<file path="config.mk">
export PLATFORM = sky130hd
export DESIGN_NAME = rtpst_ctrl
export DESIGN_NICKNAME = d
export VERILOG_FILES = /design/src/hdl/rtpst_pkg.sv /design/src/hdl/rtpst_ctrl.sv
export SDC_FILE = /design/constraint.sdc
export NUM_CORES = 1
export LEC_CHECK = 0
export BUFFER_PORTS_ARGS = -buffer_cell sky130_fd_sc_hd__buf_4
export CAP_MARGIN = 40
export CORE_AREA = 2 2 39 41
export DETAILED_ROUTE_END_ITERATION = 16
export DIE_AREA = 0 0 41 43
export PLACE_DENSITY = 0.58
export SKIP_LAST_GASP = 1
export SLEW_MARGIN = 30
export SYNTH_ARGS = -nofsm -noshare
export SYNTH_HDL_FRONTEND = slang
export SYNTH_SLANG_ARGS = --single-unit
export TNS_END_PERCENT = 30
</file>
<file path="constraint.sdc">
create_clock -name clk -period 1.8 [get_ports clk]
set_clock_uncertainty 0.15 [all_clocks]
set_input_delay 0.45 -clock clk [delete_from_list [all_inputs] [get_ports clk]]
set_output_delay 0.45 -clock clk [all_outputs]
set_load 0.01 [all_outputs]
</file>
<file path="src/hdl/rtpst_pkg.sv">
package rtpst_pkg;

  localparam int EXT_SEQ_BITS = 48;
  localparam int CLK_W = 18;
  localparam int DIV_NW = 32 + 8;
  localparam int DIV_DW = EXT_SEQ_BITS;
  localparam int DIV_CW = $clog2(DIV_NW + 1);
  localparam int CFG_IDX_W = 2;
  localparam int CFG_DATA_W = 32;

  localparam logic [CFG_IDX_W-1:0] CFG_STREAM_ID = 2'd0;
  localparam logic [CFG_IDX_W-1:0] CFG_REORDER = 2'd1;
  localparam logic [CFG_IDX_W-1:0] CFG_IDLE = 2'd2;

  localparam logic [14:0] DEF_REORDER = 15'd450;
  localparam logic [15:0] DEF_IDLE_MS = 16'd8000;
  localparam logic [31:0] MAX_TRANSIT_DIFF = 32'd450000;
  localparam logic [22:0] LOST_CAP = 23'h7FFFFF;
  localparam logic [9:0]  MS_PER_S = 10'd1000;
  // ceil(2^38 / 1000), exact floor division for any 32-bit dividend
  localparam logic [28:0] RECIP_1000 = 29'h10624DD3;
  localparam int          RECIP_SHIFT = 38;

  typedef enum logic [3:0] {
    ST_IDLE, ST_EXEC, ST_MUL1, ST_MUL2, ST_MUL3, ST_MUL4, ST_JIT,
    ST_RSTART, ST_RWAIT, ST_FRAC, ST_EMIT
  } state_t;

  typedef struct packed {
    logic accept;
    logic exec;
    logic mul1;
    logic mul2;
    logic mul3;
    logic mul4;
    logic div_start;
    logic jit_upd;
    logic frac_upd;
    logic out_load;
  } ctrl_cmd_t;

  typedef struct packed {
    logic need_jit;
    logic emit;
    logic need_frac;
    logic div_busy;
    logic div_done;
    logic out_free;
  } ctrl_sts_t;

endpackage

</file>
<file path="src/hdl/rtpst_ctrl.sv">
module rtpst_ctrl
  import rtpst_pkg::*;
(
  input  logic      clk,
  input  logic      rst,
  input  logic      in_valid,
  output logic      in_ready,
  input  ctrl_sts_t sts,
  output ctrl_cmd_t cmd
);

  state_t state, state_next;

  always_ff @(posedge clk) begin
    if (rst) begin
      state <= ST_IDLE;
    end else begin
      state <= state_next;
    end
  end

  always_comb begin
    state_next = state;
    unique case (state)
      ST_IDLE:   if (in_valid) state_next = ST_EXEC;
      ST_EXEC: begin
        if (sts.need_jit) state_next = ST_MUL1;
        else if (sts.emit && sts.need_frac) state_next = ST_RSTART;
        else if (sts.emit) state_next = ST_EMIT;
        else state_next = ST_IDLE;
      end
      ST_MUL1:   state_next = ST_MUL2;
      ST_MUL2:   state_next = ST_MUL3;
      ST_MUL3:   state_next = ST_MUL4;
      ST_MUL4:   state_next = ST_JIT;
      ST_JIT:    state_next = ST_IDLE;
      ST_RSTART: state_next = ST_RWAIT;
      ST_RWAIT:  if (sts.div_done) state_next = ST_FRAC;
      ST_FRAC:   state_next = ST_EMIT;
      ST_EMIT:   if (sts.out_free) state_next = ST_IDLE;
      default:   state_next = ST_IDLE;
    endcase
  end

  always_comb begin
    cmd = '0;
    in_ready = 1'b0;
    unique case (state)
      ST_IDLE: begin
        in_ready = 1'b1;
        cmd.accept = in_valid;
      end
      ST_EXEC:   cmd.exec = 1'b1;
      ST_MUL1:   cmd.mul1 = 1'b1;
      ST_MUL2:   cmd.mul2 = 1'b1;
      ST_MUL3:   cmd.mul3 = 1'b1;
      ST_MUL4:   cmd.mul4 = 1'b1;
      ST_JIT:    cmd.jit_upd = 1'b1;
      ST_RSTART: cmd.div_start = 1'b1;
      ST_FRAC:   cmd.frac_upd = 1'b1;
      ST_EMIT:   cmd.out_load = sts.out_free;
      default:   cmd = '0;
    endcase
  end

  a_div_idle: assert property (@(posedge clk) disable iff (rst)
    cmd.div_start |-> !sts.div_busy) else $error("divider started while busy");
  a_out_free: assert property (@(posedge clk) disable iff (rst)
    cmd.out_load |-> sts.out_free) else $error("result loaded over pending result");
  a_frac_after_div: assert property (@(posedge clk) disable iff (rst)
    (state == ST_RWAIT && sts.div_done) |=> cmd.frac_upd)
    else $error("fraction update missed");
  a_jit_after_mul: assert property (@(posedge clk) disable iff (rst)
    (state == ST_MUL4) |=> cmd.jit_upd) else $error("jitter update missed");
  a_ready_only_idle: assert property (@(posedge clk) disable iff (rst)
    in_ready |-> !sts.div_busy) else $error("input taken during division");

endmodule

</file>
==> metrics.md, run 1 <==
| Metric | Value |
|---|---|
| Overall power | `between 0.0006 and 0.0007 W` |
| Synth area leader | `dfxtp_1` |
| 1st-pass router iterations | `1` |
| Max Cap Viol | `0` |
| Slew HR | `75.5%` |
| Psw | `roughly 0.00020 W` |
| Top cell type's share of synthesized area | `between 20% and 30%` |
| Critical Path Fanout Max | `3` |
| Failing checks | `setup timing` |
| CTS tree | `built` |
| Iteration-0 DRC Markers | `0` |
| Antenna violations before repair | `0` |
| Die H | `43 um` |
| Setup CP Type | `reg2out` |
| Pwr dens | `891 nW/um^2` |
| Int Pwr | `a little over 0.0004 W` |
| Clk network pwr share | `17.6%` |
| #FFs+latches synth | `4` |
| Yosys cell types | `28` |
| Vias post-DR | `452` |
| TritonCTS Sinks | `4` |
| Count of pins over their slew limit | `0` |
| I/O Pins | `20` |
| Starting Density | `roughly 28%` |
| Fin util | `50.0%` |
| CTS root buf | `clkbuf_4` |
| Largest net degree at the start of global routing | `15` |
| Post-Syn Area per Cell | `8.11 um^2` |
| Main area contributors after synthesis | `dfxtp_1, nand2b_1, nor4b_4, buf_2, o21ai_0` |
| Worst-path clk slew | `40 ps` |
| Layout area overhead | `77.8%` |
| DIE AREA | `roughly 1800 um^2` |
| Clk Latency, worst-skew pair | `230 ps` |
| Static Leakage | `~0.31 nW` |
| RSZ-0062 raised after global routing | `yes` |
| Hold Crit Class | `in2reg` |
| Final Hold Viols | `0` |
| Switching share of power | `between 30% and 40%` |
| DR vias/cell | `4.97` |
| Part of the power in combinational logic | `62.0%` |
| Sequential share of power | `20.4%` |
| Dpl hpwl | `about 750 um` |
| Core Footprint | `1380 um^2` |
| Site Rows | `14` |
| GP Congestion | `roughly 0.72` |
| Remaining Overflow, GRT | `0` |
| Final net count | `86` |
| Share of cells above drive strength 1 | `between 50 and 60%` |
| WL final | `1.10 mm` |
| Req. time, crit path | `1200 ps` |
| Setup-failing EPs final | `8` |
| H-tree depth | `1` |
| CP endpoint kind | `output port` |
| Status | `finished, violations left` |
| CTS Buf Count | `3` |
| Ys Warns | `0` |
| Biggest regs | `state: 4 flops` |
| Worst EP arrival | `1360 ps` |
| Peak Freq | `0.509 GHz` |
| Final period util | `109%` |
| Top reg by flops | `state` |
| Cell area after synthesis | `approximately 390 um^2` |
| Post-DR wirelength/cell | `12.1 um` |
| Clock tree buffer depth | `2` |
| Input/output buffers | `18` |
| Vias in the first global route | `354` |
| GRT Util Overall | `12.6%` |
| Post-route ant nets | `0` |
| Largest register FFs | `4` |
| Period minus WS final | `1960 ps` |
| Setup WS post-layout | `-165 ps` |
| N_diodes | `0` |
| Worst slew pin tran | `363 ps` |
| Part of the Yosys area used for sequential elements | `about a fifth` |
| Startpoint types | `flip-flop` |
| Syn Nets | `57` |
| Horiz. Die Dim | `41 um` |
| Maximum VDD drop | `between 0.0004 and 0.0005 V` |
| First-pass GRT wire length | `1.46 mm` |
| Post-Syn Instances | `48` |
| DRC Markers | `0` |
| Dpl ws | `54.3 ps` |
-- power by group through the flow --
| stage | Combinational, W | Clock (W) | Sequential (W) |
|---|---|---|---|
| 2_1_floorplan | 0.000159 | 0 | 0.000122 |
| 3_3_place_gp | 0.000291 | 0 | 0.000116 |
| 3_5_place_dp | 0.000292 | 0 | 0.000117 |
| 4_1_cts | 0.000306 | 0.000114 | 0.000119 |
| 5_1_grt | 0.000406 | 0.000124 | 0.000129 |
| 6_report | 0.000382 | 0.000108 | 0.000126 |
-- cell type report --
type / count / area, um^2
fillers: 143 / 692
clock buffers: 3 / 22.5
flip-flops and latches: 4 / 85.1
well taps: 16 / 20.0
repair buffers: 28 / 260
inverters: 2 / 7.51
multi-input cells: 38 / 297
-- logic make-up after synthesis --
logic type	after synthesis	synth area share, %
compound gates	13	23.8
buf+inv	6	6.75
flops	4	20.6
mux	1	2.89
simple gates	24	46.0
-- per-layer routing --
layer	vias to the layer above	GRT usage [%]	part of all wire [%]
met5	-	0	0
met4	0	8.00	1.4
met3	2	3.14	3.1
met2	9	18.1	51
met1	207	15.8	45
li1	234	-	-
-- stage by stage --
step	cells	area (um^2)	hold WS [ps]	TNS, ps
6_report	91	692	258	-633
5_1_grt	91	692	252	-1250
4_1_cts	85	613	256	-515
3_5_place_dp	82	581	505	0
3_3_place_gp	82	581	504	0
2_1_floorplan	48	389	369	0
-- worst max-delay path: stages (launching register included) --
cell and delay [ps]:
dfxtp_4 360, or4_4 490, inv_2 70, and2_1 110
buf_4 110
-- cells in the mapped netlist --
library cell,instances
dfxtp_1,4
a21oi_1,2
nand3b_1,2
a2111oi_2,1
and2_1,1
inv_1,2
o21ai_0,3
and3_1,2
nor3_1,2
nor2_1,3
clkbuf_1,1
mux2_2,1
or2b_1,1
buf_2,3
o311ai_0,1
nand4b_2,1
nor4b_4,1
or3b_1,1
nand4bb_1,1
or4_1,1
o32ai_1,1
nand2_1,1
o21bai_1,1
nor3b_1,2
or2_1,1
a31oi_1,2
nand2b_1,4
a21o_1,2
-- layout by cell type (no fill, tap or decap), types with 2 or more instances in the layout --
| cell | count |
|---|---|
| nor2_1 | 2 |
| nand2b_1 | 4 |
| nor3b_1 | 2 |
| buf_4 | 23 |
| clkbuf_4 | 3 |
| a21oi_1 | 2 |
| nor3_1 | 2 |
| nand3b_1 | 2 |
| dfxtp_1 | 2 |
| buf_6 | 2 |
| and3_1 | 2 |
| buf_12 | 2 |
| a21o_1 | 2 |
| a31oi_1 | 2 |
| o21ai_0 | 3 |
-- final timing paths --
kind	start	end	slack, ps	cells after the start
max	state[1]$_SDFFE_PP0P_	cmd[9]	-160	4
min	rst	state[2]$_SDFFE_PP0P_	260	2
max reg2reg	state[0]$_SDFFE_PP0P_	state[0]$_SDFFE_PP0P_	210	5
min reg2reg	state[2]$_SDFFE_PP0P_	state[3]$_SDFFE_PP0P_	550	3
-- repair_timing --
item,CTS,global route
pin swaps,0,1
gates cloned,0,1
gates resized for setup,5,5
hold buffers,0,0
setup endpoints to repair,7,9
buffers inserted,0,5
Power figures use the tool's default switching activity.
==> run 2: changes to the inputs <==
--- a/config.mk
+++ b/config.mk
@@ -6,7 +6,7 @@
 export NUM_CORES = 1
 export LEC_CHECK = 0
 export BUFFER_PORTS_ARGS = -buffer_cell sky130_fd_sc_hd__buf_4
-export CAP_MARGIN = 40
+export CAP_MARGIN = 20
 export CORE_AREA = 2 2 39 41
 export DETAILED_ROUTE_END_ITERATION = 16
 export DIE_AREA = 0 0 41 43
==> constraint.sdc (replaced) <==
create_clock -name clk -period 2 [get_ports clk]
set_clock_uncertainty 0.15 [all_clocks]
set_input_delay 0.5 -clock clk [delete_from_list [all_inputs] [get_ports clk]]
set_output_delay 0.5 -clock clk [all_outputs]
set_load 0.01 [all_outputs]
==> metrics.md, run 2 (synthesis results as in run 1) <==
| Metric | Value |
|---|---|
| Core Footprint | `roughly 1400 um^2` |
| Req. time, crit path | `roughly 1400 ps` |
| Startpoint types | `flip-flop` |
| Worst path cell trace | `or4_4 > inv_2 > and2_4 > buf_6` |
| H-tree depth | `1` |
| Vias in the first global route | `378` |
| Iteration-0 DRC Markers | `4` |
| First-pass GRT wire length | `approximately 1.6 mm` |
| Dpl hpwl | `between 700 and 800 um` |
| Routing usage on met1 | `18.6%` |
| Static Leakage | `0.266 nW` |
| CTS root buf | `clkbuf_4` |
| Setup CP Type | `reg2out` |
| GR Util met3 | `3.14%` |
| Final Non-Filler Cells | `85` |
| CTS tree | `built` |
| Top reg by flops | `state` |
| Critical path origin | `state[3]$_SDFFE_PP0P_` |
| Worst slew pin tran | `between 300 and 400 ps` |
| Maximum VDD drop | `0.000456 V` |
| DRC Markers | `0` |
| Worst path slowest cell | `or4_4` |
| N_diodes | `0` |
| Final Hold Viols | `0` |
| TritonCTS Sinks | `4` |
| Peak Freq | `0.501 GHz` |
| Input/output buffers | `18` |
| Clk network pwr share | `20.3%` |
| Share of cells above drive strength 1 | `50.7%` |
| Post-CTS Setup Inserts | `0` |
| Final period util | `99.9%` |
| RSZ-0062 raised after global routing | `yes` |
| Post-DR wirelength/cell | `11.4 um` |
| Slew HR | `73.6%` |
| Pwr dens | `781 nW/um^2` |
| Commonest cells after routing, fill and taps aside | `buf_4, nand2b_1` |
| Area of the multi-input gates | `292 um^2` |
| Worst r2r src | `state[3]$_SDFFE_PP0P_` |
| Placed Cells | `82` |
| Largest net degree at the start of global routing | `15` |
| Antenna violations before repair | `0` |
| Final TNS setup | `0 ps` |
| Hold_sp | `rst` |
| Starting Density | `roughly 28%` |
| I/O Pins | `20` |
| Die H | `43 um` |
| GRT Util Overall | `13.2%` |
| Horiz. Die Dim | `41 um` |
| GP Congestion | `0.747` |
| Sequential share of power | `22.8%` |
| Setup-failing EPs final | `0` |
| Leading cell type in the layout, fill and taps excluded | `buf_4` |
| Grt peak-use layer | `met2` |
| FF+latch area | `82.6 um^2` |
| Status | `finished, final reports clean` |
| Worst-path clk slew | `around 40 ps` |
| Post-route ant nets | `0` |
| Layout area overhead | `54.3%` |
| Part of the power in combinational logic | `between 50 and 60%` |
| Count of pins over their slew limit | `0` |
| Largest register FFs | `4` |
| Int Pwr | `just over 0.0003 W` |
| Fin util | `43.4%` |
| Max Cap Viol | `0` |
| DR vias/cell | `~4.9` |
| Biggest regs | `state: 4 flops` |
| Slowest Stage Delay on Critical Path | `530 ps` |
| Hold Crit Class | `in2reg` |
| WL final | `966 um` |
| Site Rows | `14` |
| 1st-pass router iterations | `2` |
| Final net count | `80` |
| Period minus WS final | `2000 ps` |
| Hold buffer count at CTS | `0` |
| CP endpoint kind | `output port` |
| Vias post-DR | `approximately 420` |
| M2 GR Usage | `between 10% and 20%` |
| Remaining Overflow, GRT | `0` |
| Fill cell count | `151` |
| Clock tree buffer depth | `2` |
| Clk Latency, worst-skew pair | `around 230 ps` |
| Worst EP arrival | `1350 ps` |
| Switching share of power | `roughly 34%` |
| Psw | `roughly 0.00016 W` |
| DIE AREA | `between 1500 and 2000 um^2` |
| CTS Buf Count | `3` |
| Critical Path Fanout Max | `2` |
-- run 2: cell type report --
class / instances / area share, %
clock buffers: 3 / 3.75
well taps: 16 / 3.33
multi-input cells: 38 / 48.5
repair buffers: 22 / 29.4
flip-flops and latches: 4 / 13.7
inverters: 2 / 1.25
-- run 2: metrics by stage --
step	worst slack [ps]	area [um^2]	hold WS (ps)	power, W
final	2.86	601	315	0.000469
after global routing	-44.5	601	319	0.000505
after CTS	-8.81	588	305	0.000466
after detailed placement	202	556	555	0.000347
after global placement	217	556	553	0.000344
after floorplan	192	389	419	0.000253
-- run 2: repair_timing --
item,CTS,global route
gates resized for setup,4,5
pin swaps,1,2
endpoints found under the setup margin,1,5
-- run 2: layer usage --
metal	part of all wire [%]	routed length [um]
met1	44	429
met2	51	489
met3	4.9	47
met4	0	0
met5	0	0
-- run 2: worst max-delay path, delay by kind of cell (launching register included) --
family        cells  cell delay (ps)
buf+inv           2              160
simple gates      2              660
flops             1              310
-- run 2: path summary, 6_finish.rpt --
kind,cells after the start,slack [ps],to
hold reg to reg,3,540,state[1]$_SDFFE_PP0P_
setup / recovery,4,3,cmd[9]
setup reg to reg,4,470,state[0]$_SDFFE_PP0P_
hold / removal,2,310,state[2]$_SDFFE_PP0P_
-- run 2: power groups by stage --
| stage | clock network, W | logic (W) | registers [W] |
|---|---|---|---|
| finish | 0.0000952 | 0.000267 | 0.000107 |
| global route | 0.000103 | 0.000293 | 0.000109 |
| CTS | 0.000102 | 0.000261 | 0.000104 |
| detailed placement | 0 | 0.000242 | 0.000104 |
| global placement | 0 | 0.000240 | 0.000104 |
| floorplan | 0 | 0.000143 | 0.000110 |
==> run 3: changes to the inputs <==
--- a/config.mk
+++ b/config.mk
@@ -8,11 +8,12 @@
 export BUFFER_PORTS_ARGS = -buffer_cell sky130_fd_sc_hd__buf_4
 export CAP_MARGIN = 20
 export CORE_AREA = 2 2 39 41
+export CTS_CLUSTER_SIZE = 28
 export DETAILED_ROUTE_END_ITERATION = 16
 export DIE_AREA = 0 0 41 43
 export PLACE_DENSITY = 0.58
 export SKIP_LAST_GASP = 1
-export SLEW_MARGIN = 30
+export SLEW_MARGIN = 10
 export SYNTH_ARGS = -nofsm -noshare
 export SYNTH_HDL_FRONTEND = slang
 export SYNTH_SLANG_ARGS = --single-unit
==> constraint.sdc (replaced) <==
create_clock -name clk -period 2 [get_ports clk]
set_clock_uncertainty 0.15 [all_clocks]
set_input_delay 0.5 -clock clk [delete_from_list [all_inputs] [get_ports clk]]
set_output_delay 0.5 -clock clk [all_outputs]
set_load 0.1 [all_outputs]
==> metrics.md, run 3 (synthesis results as in run 1) <==
| Metric | Value |
|---|---|
| Iteration-0 DRC Markers | `7` |
| Post-DR wirelength/cell | `11.2 um` |
| Setup WS post-layout | `-122 ps` |
| Finished Cell Area | `a little under 700 um^2` |
| Vias post-DR | `440` |
| Peak Freq | `about 0.47 GHz` |
| Post-route ant nets | `0` |
| Dpl ws | `between 20 and 25 ps` |
| DRC Markers | `0` |
| Remaining Overflow, GRT | `0` |
| RSZ-0062 raised after global routing | `yes` |
| Count of pins over their slew limit | `0` |
| Part of the power in combinational logic | `73.1%` |
| Failing checks | `setup timing` |
| Final net count | `between 80 and 90` |
| Final period util | `106%` |
| Input/output buffers | `18` |
| Sequential share of power | `14.0%` |
| Hold buffer count at CTS | `0` |
| Biggest regs | `state: 4 flops` |
| Placed Area | `634 um^2` |
| Worst path slowest cell | `or4_4` |
| Worst EP arrival | `1470 ps` |
| WL final | `989 um` |
| Switching share of power | `around 53%` |
| Starting Density | `about 28%` |
| Period minus WS final | `2120 ps` |
| TritonCTS Sinks | `4` |
| CP endpoint kind | `output port` |
| DIE AREA | `roughly 1800 um^2` |
| Layout area overhead | `77.8%` |
| Status | `finished, violations left` |
| R2R depth | `4` |
| Reg2reg end | `state[0]$_SDFFE_PP0P_` |
| GRT Util Overall | `between 10% and 20%` |
| Critical Path Fanout Max | `2` |
| Largest net degree at the start of global routing | `13` |
| Int Pwr | `0.000349 W` |
| Worst path cell trace | `or4_4 > clkinvlp_4 > and2_4 > buf_12` |
| Share of cells above drive strength 1 | `59.7%` |
| Slowest Stage Delay on Critical Path | `550 ps` |
| Setup-failing EPs final | `7` |
| Worst Hold End | `state[2]$_SDFFE_PP0P_` |
| Hold Path Depth | `2` |
| Top reg by flops | `state` |
| Largest register FFs | `4` |
| Clock tree buffer depth | `2` |
| I/O Pins | `20` |
| Max Cap Viol | `0` |
| Core Footprint | `1380 um^2` |
| CTS root buf | `clkbuf_4` |
| Hold Crit Class | `in2reg` |
| Fill cell count | `140` |
| Leading cell type in the layout, fill and taps excluded | `buf_4` |
| Worst slew pin tran | `around 400 ps` |
| Req. time, crit path | `1350 ps` |
| N_diodes | `0` |
| DR vias/cell | `5.00` |
| Static Leakage | `0.288 nW` |
| GP Congestion | `0.749` |
| Commonest cells after routing, fill and taps aside | `buf_4, nand2b_1, o21ai_0, clkbuf_4` |
| Startpoint types | `flip-flop` |
| Antenna violations before repair | `0` |
| Pwr dens | `1070 nW/um^2` |
| R2R Setup Slk | `410 ps` |
| H-tree depth | `1` |
| Slew HR | `73.1%` |
| Dpl hpwl | `785 um` |
| Die H | `43 um` |
| Maximum VDD drop | `0.000578 V` |
| Clk Latency, worst-skew pair | `around 230 ps` |
| Horiz. Die Dim | `slightly above 40 um` |
| First-pass GRT wire length | `around 1.7 mm` |
| Worst-path clk slew | `40 ps` |
| Vias in the first global route | `391` |
| 1st-pass router iterations | `4` |
| Site Rows | `14` |
| Worst r2r src | `state[2]$_SDFFE_PP0P_` |
| Clk network pwr share | `12.9%` |
| CTS Buf Count | `3` |
| Final Hold Viols | `0` |
| Hold_sp | `rst` |
| Setup CP Type | `reg2out` |
| CTS tree | `built` |
| Psw | `0.000390 W` |
-- run 3: cell count changes in the layout (fill, tap and decap cells not counted), sizes merged --
| cell | previous run | this run |
|---|---|---|
| inv | 2 | 1 |
| clkinvlp | 0 | 1 |
| buf | 22 | 25 |
-- run 3: critical path: cells and delay by family, from the launching register on --
kind / cells / cell delay, ps
simple gates: 2 / 690
buf+inv: 2 / 250
flops: 1 / 310
-- run 3: how the worst max path moves through the flow --
stage,startpoint,cells after the start,endpoint
final,state[2]$_SDFFE_PP0P_,4,cmd[9]
after global routing,state[2]$_SDFFE_PP0P_,4,cmd[9]
after CTS,state[2]$_SDFFE_PP0P_,4,cmd[9]
after detailed placement,state[2]$_SDFFE_PP0P_,4,cmd[9]
after global placement,state[2]$_SDFFE_PP0P_,4,cmd[9]
after floorplan,state[2]$_SDFFE_PP0P_,3,cmd[9]
-- run 3: repair_timing --
item / in CTS / in global routing
resized for setup: 7 / 2
setup endpoints to repair: 8 / 11
buffers inserted: 0 / 0
endpoints found under the hold margin: 0 / 0
-- run 3: power groups by stage --
stage	combinational (W)	clock (W)	sequential, W
after floorplan	0.000394	0	0.000113
after global placement	0.000506	0	0.000105
after detailed placement	0.000507	0	0.000105
after CTS	0.000542	0.000102	0.000104
after global routing	0.000568	0.000102	0.000105
final	0.000540	0.0000952	0.000104
-- run 3: final cells by class --
cell class                 instances  area, um^2  area share (%)
inverter                           2        11.3            1.63
clock buffer                       3        22.5            3.25
multi-input combinational         38         335            48.5
timing repair buffer              25         220            31.8
sequential                         4        82.6            11.9
tap                               16        20.0            2.89
-- run 3: metal layers --
layer  vias to the layer above  global-route usage, %  routed length, um
met4                         0                   8.00                  0
li1                        228                      -                  -
met1                       203                   21.0                485
met3                         0                   3.66                 41
met5                         -                      0                  0
met2                         9                   17.2                462
-- run 3: through the flow --
step | power (W) | setup TNS [ps] | cells | utilization (%) | hold slack (ps)
after floorplan | 0.000507 | -1860 | 48 | - | 412
after global placement | 0.000612 | 0 | 85 | 45.8 | 552
after detailed placement | 0.000612 | 0 | 85 | 45.8 | 545
after CTS | 0.000748 | -676 | 88 | 49.5 | 298
after global routing | 0.000775 | -1040 | 88 | 50.0 | 315
final | 0.000739 | -482 | 88 | 50.0 | 309
